[src/sv/jse_pkg.sv]
// ----------------------------------------------------------------------------
// jse_pkg
// Shared types, constants and escape helpers for the JSON string escaper.
// ----------------------------------------------------------------------------
package jse_pkg;

  localparam int MAX_CAPACITY = 4096;
  localparam int CAP_W        = 13;
  localparam int ADDR_W       = 12;
  localparam int NEED_W       = 24;
  localparam int LEN_W        = 3;
  localparam int QUEUE_DEPTH  = 4;
  localparam int QUEUE_AW     = 2;
  localparam int QUEUE_CW     = 3;

  localparam logic [CAP_W-1:0]  CAP_RESET = CAP_W'(MAX_CAPACITY);
  localparam logic [NEED_W-1:0] NEED_MAX  = {NEED_W{1'b1}};

  localparam logic [7:0] CH_QUOTE    = 8'h22;
  localparam logic [7:0] CH_BSLASH   = 8'h5C;
  localparam logic [7:0] CH_BS       = 8'h08;
  localparam logic [7:0] CH_FF       = 8'h0C;
  localparam logic [7:0] CH_LF       = 8'h0A;
  localparam logic [7:0] CH_CR       = 8'h0D;
  localparam logic [7:0] CH_TAB      = 8'h09;
  localparam logic [7:0] CH_CTRL_TOP = 8'h20;
  localparam logic [7:0] CH_LOW_B    = 8'h62;
  localparam logic [7:0] CH_LOW_F    = 8'h66;
  localparam logic [7:0] CH_LOW_N    = 8'h6E;
  localparam logic [7:0] CH_LOW_R    = 8'h72;
  localparam logic [7:0] CH_LOW_T    = 8'h74;
  localparam logic [7:0] CH_LOW_U    = 8'h75;
  localparam logic [7:0] CH_LOW_A    = 8'h61;
  localparam logic [7:0] CH_ZERO     = 8'h30;
  localparam logic [7:0] CH_NUL      = 8'h00;

  typedef enum logic [1:0] {
    KIND_PLAIN,
    KIND_SHORT,
    KIND_UNI,
    KIND_TERM
  } kind_t;

  typedef struct packed {
    kind_t              kind;
    logic [7:0]         data;
    logic               store;
    logic [ADDR_W-1:0]  base;
    logic [NEED_W-1:0]  needed;
  } desc_t;

  function automatic logic [LEN_W-1:0] seq_len(input kind_t kind);
    logic [LEN_W-1:0] len;
    unique case (kind)
      KIND_SHORT: len = LEN_W'(2);
      KIND_UNI:   len = LEN_W'(6);
      default:    len = LEN_W'(1);
    endcase
    return len;
  endfunction

  function automatic logic [7:0] hex_digit(input logic [3:0] nib);
    logic [7:0] ch;
    if (nib < 4'd10) ch = CH_ZERO + {4'd0, nib};
    else ch = CH_LOW_A + {4'd0, nib} - 8'd10;
    return ch;
  endfunction

  function automatic logic [7:0] seq_byte(input desc_t d, input logic [LEN_W-1:0] k);
    logic [7:0] ch;
    ch = CH_NUL;
    unique case (d.kind)
      KIND_PLAIN: ch = d.data;
      KIND_SHORT: ch = (k == '0) ? CH_BSLASH : d.data;
      KIND_UNI: begin
        case (k)
          3'd0:    ch = CH_BSLASH;
          3'd1:    ch = CH_LOW_U;
          3'd2:    ch = CH_ZERO;
          3'd3:    ch = CH_ZERO;
          3'd4:    ch = hex_digit(d.data[7:4]);
          default: ch = hex_digit(d.data[3:0]);
        endcase
      end
      default:    ch = CH_NUL;
    endcase
    return ch;
  endfunction

endpackage

[src/sv/jse_front.sv]
// ----------------------------------------------------------------------------
// jse_front
// Accepts input words, classifies the escape and keeps the length counters.
// ----------------------------------------------------------------------------
module jse_front (
  input  logic                 clk,
  input  logic                 rst,
  input  logic                 cfg_we,
  input  logic [12:0]          cfg_wdata,
  input  logic                 in_valid,
  output logic                 in_stall,
  input  logic [7:0]           char_in,
  input  logic                 is_end,
  input  logic                 q_full,
  output logic                 q_push,
  output jse_pkg::desc_t       q_desc
);
  import jse_pkg::*;

  logic [CAP_W-1:0]  capacity;
  logic [CAP_W-1:0]  written_count;
  logic [CAP_W-1:0]  written_count_next;
  logic [NEED_W-1:0] needed_total;
  logic [NEED_W-1:0] needed_total_next;

  logic [CAP_W-1:0]  cap_eff;
  kind_t             kind;
  logic [7:0]        data;
  logic [LEN_W-1:0]  len;
  logic [CAP_W:0]    span;
  logic              fits;
  logic [NEED_W:0]   need_sum;
  logic [NEED_W-1:0] need_sat;
  logic              term_store;
  logic [CAP_W-1:0]  term_addr;

  assign cap_eff = (capacity > CAP_W'(MAX_CAPACITY)) ? CAP_W'(MAX_CAPACITY) : capacity;

  always_comb begin
    data = char_in;
    unique case (char_in) inside
      CH_QUOTE, CH_BSLASH: kind = KIND_SHORT;
      CH_BS:  begin kind = KIND_SHORT; data = CH_LOW_B; end
      CH_FF:  begin kind = KIND_SHORT; data = CH_LOW_F; end
      CH_LF:  begin kind = KIND_SHORT; data = CH_LOW_N; end
      CH_CR:  begin kind = KIND_SHORT; data = CH_LOW_R; end
      CH_TAB: begin kind = KIND_SHORT; data = CH_LOW_T; end
      default: kind = (char_in < CH_CTRL_TOP) ? KIND_UNI : KIND_PLAIN;
    endcase
  end

  assign len      = seq_len(kind);
  assign span     = {1'b0, written_count} + (CAP_W+1)'(len) + (CAP_W+1)'(1);
  assign fits     = span <= {1'b0, cap_eff};
  assign need_sum = {1'b0, needed_total} + (NEED_W+1)'(len);
  assign need_sat = need_sum[NEED_W] ? NEED_MAX : need_sum[NEED_W-1:0];

  assign term_store = cap_eff != '0;

  always_comb begin
    if (!term_store) term_addr = '0;
    else if (written_count >= cap_eff) term_addr = cap_eff - CAP_W'(1);
    else term_addr = written_count;
  end

  assign in_stall = q_full;
  assign q_push   = in_valid && !q_full;

  always_comb begin
    if (is_end) begin
      q_desc.kind   = KIND_TERM;
      q_desc.data   = CH_NUL;
      q_desc.store  = term_store;
      q_desc.base   = term_addr[ADDR_W-1:0];
      q_desc.needed = needed_total;
    end else begin
      q_desc.kind   = kind;
      q_desc.data   = data;
      q_desc.store  = fits;
      q_desc.base   = written_count[ADDR_W-1:0];
      q_desc.needed = need_sat;
    end
  end

  always_comb begin
    written_count_next = written_count;
    needed_total_next  = needed_total;
    if (q_push) begin
      if (is_end) begin
        written_count_next = '0;
        needed_total_next  = '0;
      end else begin
        if (fits) written_count_next = written_count + CAP_W'(len);
        needed_total_next = need_sat;
      end
    end
  end

  always_ff @(posedge clk) begin
    if (rst) begin
      capacity      <= CAP_RESET;
      written_count <= '0;
      needed_total  <= '0;
    end else begin
      if (cfg_we) capacity <= cfg_wdata;
      written_count <= written_count_next;
      needed_total  <= needed_total_next;
    end
  end

endmodule

[src/sv/jse_queue.sv]
// ----------------------------------------------------------------------------
// jse_queue
// Short descriptor queue between the classifier and the expander.
// ----------------------------------------------------------------------------
module jse_queue (
  input  logic            clk,
  input  logic            rst,
  input  logic            push,
  input  jse_pkg::desc_t  push_desc,
  input  logic            pop,
  output logic            full,
  output logic            head_valid,
  output jse_pkg::desc_t  head_desc
);
  import jse_pkg::*;

  desc_t                slots [QUEUE_DEPTH];
  logic [QUEUE_AW-1:0]  wptr;
  logic [QUEUE_AW-1:0]  rptr;
  logic [QUEUE_CW-1:0]  count;

  assign full       = count == QUEUE_CW'(QUEUE_DEPTH);
  assign head_valid = count != '0;
  assign head_desc  = slots[rptr];

  always_ff @(posedge clk) begin
    if (push) slots[wptr] <= push_desc;
  end

  always_ff @(posedge clk) begin
    if (rst) begin
      wptr  <= '0;
      rptr  <= '0;
      count <= '0;
    end else begin
      if (push) wptr <= wptr + QUEUE_AW'(1);
      if (pop)  rptr <= rptr + QUEUE_AW'(1);
      case ({push, pop})
        2'b10:   count <= count + QUEUE_CW'(1);
        2'b01:   count <= count - QUEUE_CW'(1);
        default: count <= count;
      endcase
    end
  end

endmodule

[src/sv/jse_back.sv]
// ----------------------------------------------------------------------------
// jse_back
// Expands one descriptor into its escape bytes behind an output register.
// ----------------------------------------------------------------------------
module jse_back (
  input  logic            clk,
  input  logic            rst,
  input  logic            head_valid,
  input  jse_pkg::desc_t  head_desc,
  output logic            pop,
  output logic            out_valid,
  input  logic            out_stall,
  output logic [7:0]      out_byte,
  output logic            store,
  output logic [11:0]     store_addr,
  output logic            run_last,
  output logic            is_terminator,
  output logic [23:0]     needed_count
);
  import jse_pkg::*;

  logic [LEN_W-1:0] idx;
  logic             load;
  logic             take;
  logic             last;

  assign load = !out_valid || !out_stall;
  assign take = head_valid && load;
  assign last = idx == seq_len(head_desc.kind) - LEN_W'(1);
  assign pop  = take && last;

  always_ff @(posedge clk) begin
    if (rst) begin
      out_valid <= 1'b0;
      idx       <= '0;
    end else begin
      if (load) out_valid <= head_valid;
      if (take) idx <= last ? '0 : idx + LEN_W'(1);
    end
  end

  always_ff @(posedge clk) begin
    if (take) begin
      out_byte      <= seq_byte(head_desc, idx);
      store         <= head_desc.store;
      store_addr    <= head_desc.store ? head_desc.base + ADDR_W'(idx) : '0;
      run_last      <= last;
      is_terminator <= head_desc.kind == KIND_TERM;
      needed_count  <= head_desc.needed;
    end
  end

endmodule

[src/sv/json_string_escaper_core.sv]
// ----------------------------------------------------------------------------
// json_string_escaper_core
// JSON string escaper: raw bytes in, escaped bytes with buffer addresses out.
// ----------------------------------------------------------------------------
// Each input word is one raw byte or an end mark. Plain bytes leave one output
// word, quote, backslash and the five short controls leave two, other controls
// leave six (\u00xx); the end mark leaves the NUL terminator with the final
// needed length and clears the counters. The input side takes one word per
// cycle while the four-entry descriptor queue has room; the output register
// emits one word per cycle while out_stall is low. Each input word is written
// into the queue and then expanded into the output register. Capacity
// (cfg_we/cfg_wdata, reset 4096, values above 4096 act as 4096) must be
// written only while the block is idle; the block itself does not enforce it.
module json_string_escaper_core (
  input  logic        clk,
  input  logic        rst,
  input  logic        cfg_we,
  input  logic [12:0] cfg_wdata,
  input  logic        in_valid,
  output logic        in_stall,
  input  logic [7:0]  char_in,
  input  logic        is_end,
  output logic        out_valid,
  input  logic        out_stall,
  output logic [7:0]  out_byte,
  output logic        store,
  output logic [11:0] store_addr,
  output logic        run_last,
  output logic        is_terminator,
  output logic [23:0] needed_count
);
  import jse_pkg::*;

  logic  q_full;
  logic  q_push;
  desc_t q_desc;
  logic  q_pop;
  logic  head_valid;
  desc_t head_desc;

  jse_front u_front (
    .clk       (clk),
    .rst       (rst),
    .cfg_we    (cfg_we),
    .cfg_wdata (cfg_wdata),
    .in_valid  (in_valid),
    .in_stall  (in_stall),
    .char_in   (char_in),
    .is_end    (is_end),
    .q_full    (q_full),
    .q_push    (q_push),
    .q_desc    (q_desc)
  );

  jse_queue u_queue (
    .clk        (clk),
    .rst        (rst),
    .push       (q_push),
    .push_desc  (q_desc),
    .pop        (q_pop),
    .full       (q_full),
    .head_valid (head_valid),
    .head_desc  (head_desc)
  );

  jse_back u_back (
    .clk           (clk),
    .rst           (rst),
    .head_valid    (head_valid),
    .head_desc     (head_desc),
    .pop           (q_pop),
    .out_valid     (out_valid),
    .out_stall     (out_stall),
    .out_byte      (out_byte),
    .store         (store),
    .store_addr    (store_addr),
    .run_last      (run_last),
    .is_terminator (is_terminator),
    .needed_count  (needed_count)
  );

endmodule

[config.mk]
export PLATFORM = sky130hd
export DESIGN_NAME = json_string_escaper_core
export DESIGN_NICKNAME = d
export VERILOG_FILES = /design/src/sv/jse_pkg.sv /design/src/sv/jse_front.sv /design/src/sv/jse_queue.sv /design/src/sv/jse_back.sv /design/src/sv/json_string_escaper_core.sv
export SDC_FILE = /design/constraint.sdc
export NUM_CORES = 1
export LEC_CHECK = 0
export BUFFER_PORTS_ARGS = -buffer_cell sky130_fd_sc_hd__buf_2
export CORE_ASPECT_RATIO = 1.1
export CORE_MARGIN = 3
export CORE_UTILIZATION = 55
export CTS_CLUSTER_SIZE = 40
export DETAILED_ROUTE_END_ITERATION = 8
export GPL_TIMING_DRIVEN = 0
export PLACE_DENSITY = 0.83
export SLEW_MARGIN = 10
export SYNTH_ARGS = -nofsm -noshare
export SYNTH_HDL_FRONTEND = slang
export SYNTH_HIERARCHICAL = 1
export SYNTH_SLANG_ARGS = --single-unit
[constraint.sdc]
create_clock -name clk -period 5.2 [get_ports clk]
set_input_delay 1.04 -clock clk [delete_from_list [all_inputs] [get_ports clk]]
set_output_delay 1.04 -clock clk [all_outputs]
set_load 0.005 [all_outputs]
==> impl_results.md <==
* Ys Warns at 6
* Largest net degree at the start of global routing at 32
* Post-synth top area share at 0.492
* FFs w/ async S/R, synth at 0
* Critical Path RT at 5660 ps
* Fillcell total at 1874
* Crit end category: flop
* Hold Path End: u_queue/count[2]$_SDFFE_PP0P_
* Most common cell in the netlist: edfxtp_1
* Worst path depth at 20
* Worst Reg-to-Reg Cells at 13
* IO Pins at 76
* Crit path DAT at 5480 ps
* Port Buffers at 74
* Synth Instances at 1085
* MaxCap Viol Count at 0
* Die Footprint at 28000 sq um
* Area contributors post-synth: edfxtp_1 (49%), dfxtp_1 (8.8%), mux4_2 (7.4%)
* Outcome: complete, no violations
* Static leakage at 5.79 nW
* Max stage delay cell, worst path: maj3_1
* Reg2Reg Capture Point: u_queue/slots[1][35]$_DFFE_PP_
* Initial antenna violation count at 0
* Hold slack at 508 ps
* Multi-input logic area at 5600 sq um
* Routed WL at 31600 um
* Final nets at 1293
* Largest area contributor in the netlist: edfxtp_1
* Crit Reg-Reg Startpoint: u_front/capacity[1]$_SDFFE_PP0P_
* Root buffer cell: clkbuf_16
* Post-DR wirelength/cell at 20.0 um
* Synth Area per Inst at 13.2 sq um
* First-pass GRT wire length at 51100 um
* Skew final at 21.6 ps
* Critical Path Fanout Max at 10
* CTS Hold Bufs at 0
* Diode count at 0
* Post-placement cell count at 1511
* Worst skew pair latency at 540 ps
* Clock Sinks at 298
* Worst hold start: u_queue/count[2]$_SDFFE_PP0P_
* Slew @ Worst Pin at 904 ps
* FF+latch area at 8320 sq um
* Min Tclk post-route at 5020 ps
* Final instance area at 16400 sq um
* Post-Synth Adder-Cell Area at 0.0583
* Register area share after synthesis at 0.580
* Tcrit/Tclk final at 0.965
* Synth cell types at 90
* Largest family of logic cells by synthesized area: simple AND/OR/NAND/NOR gates
* Longest Clk Path Bufs at 3
* Vias in the first global route at 9657
* Die width at 160 um
* Synth Area in Simple Gates at 0.111
* Initial Util at 0.562
* Slowest stage delay, CP at 390 ps
* Post-route DRC at 0
* Crit path buf inv count at 2
* Final Non-Filler Cells at 1576
* Syn nets at 1170
* Final Wtd Congestion at 0.931
* Final setup vio count at 0
* Global route overflow at 0
* Num CTS Buffers at 28
* Synth Area in Compound Gates at 0.108
* Post-synth EDFFs at 235
* Worst hold path type: flop to flop
* Startpoint types: primary input
* Layout cell share with drive strength beyond 1 at 0.199
* Worst setup path class: primary input to flop
* Slew headroom at 0.397
* Pwr dens at 451 nW/um^2
* Final TNS setup at 0 ps
* Die H at 175 um
* Synthesized area at 14300 sq um
* Max-slew violations at 0
* Final Hold Viols at 0
* Register bit total from synthesis at 298
* Xor/xnor cell area share of the yosys netlist at 0.0214
* Portion of netlist area occupied by mux cells at 0.0888
* Post-DP HPWL at 21600 um
* Crit-path cells: buf_2 > and4b_1 > nand4_1 > o211ai_1 > or2_4 > ha_1 > a21o_1 > maj3_1 > and2_2 > nand3_1 > xnor2_1 > ha_1 > a211oi_2 > o211ai_1 > a31oi_1 > a22o_1 > a31oi_1 > buf_2 > or3_1 > a21oi_1
* Via count at 9686
* DR iter-0 viols at 1255
* # H-tree levels at 1
* Peak supply drop at 327 uV
* GRT Resource Usage Total at 0.224
* Final antenna-violating net count at 0
* CTS clk-pin slew, worst paths at 70 ps
* First drt pass iteration count at 6
* Synth top cells by count: edfxtp_1 (235), nand2_1 (67), nor2_1 (65), dfxtp_1 (63), a21oi_1 (59)
* CP top delay family: compound AO/OA/AOI/OAI gates
* CTS tree: yes
* Peak Freq at 0.199 GHz
* Row count at 61
* DP Area at 15300 sq um
* Synth Flop Type: edfxtp_1
* Hold Path Depth at 2
* Reg2reg setup slack at 970 ps
* Vias per cell at 6.15
* Area Growth Syn to Fin at 14.3%
* Core area at 25500 sq um
* Core Util, Final at 0.643
==> kinds of logic (layout without fill, tap and decap cells) <==
family / Yosys count / count (layout)
multiplexers: 68 / 68
XOR/XNOR: 35 / 35
AO/OA/AOI/OAI: 219 / 219
buffers and inverters: 99 / 244
adder cells (fa/ha/maj): 65 / 65
flip-flops: 298 / 298
AND/OR/NAND/NOR: 301 / 301
==> repair_timing <==
action,CTS,global route
endpoints found under the setup margin,17,17
resized for setup,4,9
buffers inserted,3,10
pin swaps,3,8
==> metrics by stage <==
step                      setup WS (ps)  power [mW]
after floorplan                     161        4.62
after global placement             -891        5.16
after detailed placement          -1080        5.30
after CTS                          73.3        7.44
after global routing              -51.1        7.76
final                               182        7.39
==> metal layers <==
layer / global-route usage / vias up / wire, um
li1: - / 4437 / -
met4: 0.0611 / 0 / 519
met3: 0.0302 / 52 / 2460
met1: 0.304 / 4704 / 12800
met2: 0.385 / 493 / 15800
met5: 0 / - / 0
==> worst max path at each step <==
stage | to | start
after floorplan | u_front/written_count[10]$_SDFFE_PP0P_ | char_in[1]
after global placement | u_front/written_count[2]$_SDFFE_PP0P_ | char_in[5]
after detailed placement | u_front/written_count[2]$_SDFFE_PP0P_ | char_in[5]
after CTS | u_front/written_count[2]$_SDFFE_PP0P_ | char_in[0]
after global routing | u_front/written_count[4]$_SDFFE_PP0P_ | char_in[0]
final | u_front/written_count[4]$_SDFFE_PP0P_ | char_in[0]
==> final cells by class <==
type                            count  share of cell area
Buffer                             51              0.0173
Clock buffer                       41              0.0476
Sequential cell                   298               0.507
Clock inverter                     11              0.0121
Multi-Input combinational cell    688               0.342
Inverter                           48              0.0110
Timing Repair Buffer               93              0.0363
Tap cell                          346              0.0264
==> state kept, by name, summed over array words and instances, names as in the netlist, named ones only <==
name                   flops
u_queue/slots            188
u_back/needed_count       24
u_front/needed_total      24
u_front/capacity          13
u_front/written_count     13
u_back/store_addr         12
u_back/out_byte            8
u_back/idx                 3
u_queue/count              3
u_queue/rptr               2
u_queue/wptr               2
u_back/is_terminator       1
u_back/out_valid           1
u_back/run_last            1
u_back/store               1
==> layout by cell type, fill, tap and decap left out, types with 29 or more instances in the layout <==
master    count
nor2_1       64
dfxtp_1      63
buf_2        85
edfxtp_1    235
mux4_2       47
a21oi_1      58
ha_1         53
xnor2_1      29
inv_1        46
clkbuf_1     38
nand2_1      67
==> power breakdown <==
group / switching (mW) / total, mW / internal (mW)
Sequential: 0.126 / 3.22 / 3.09
Combinational: 1.12 / 2.04 / 0.918
Clock: 0.845 / 2.14 / 1.29
==> worst min-delay path, stage by stage (launching register included) <==
cell and delay (ps):
dfxtp_1 330, o21ai_0 70, a21oi_1 60
No activity file was read; power rests on OpenSTA's default activity.
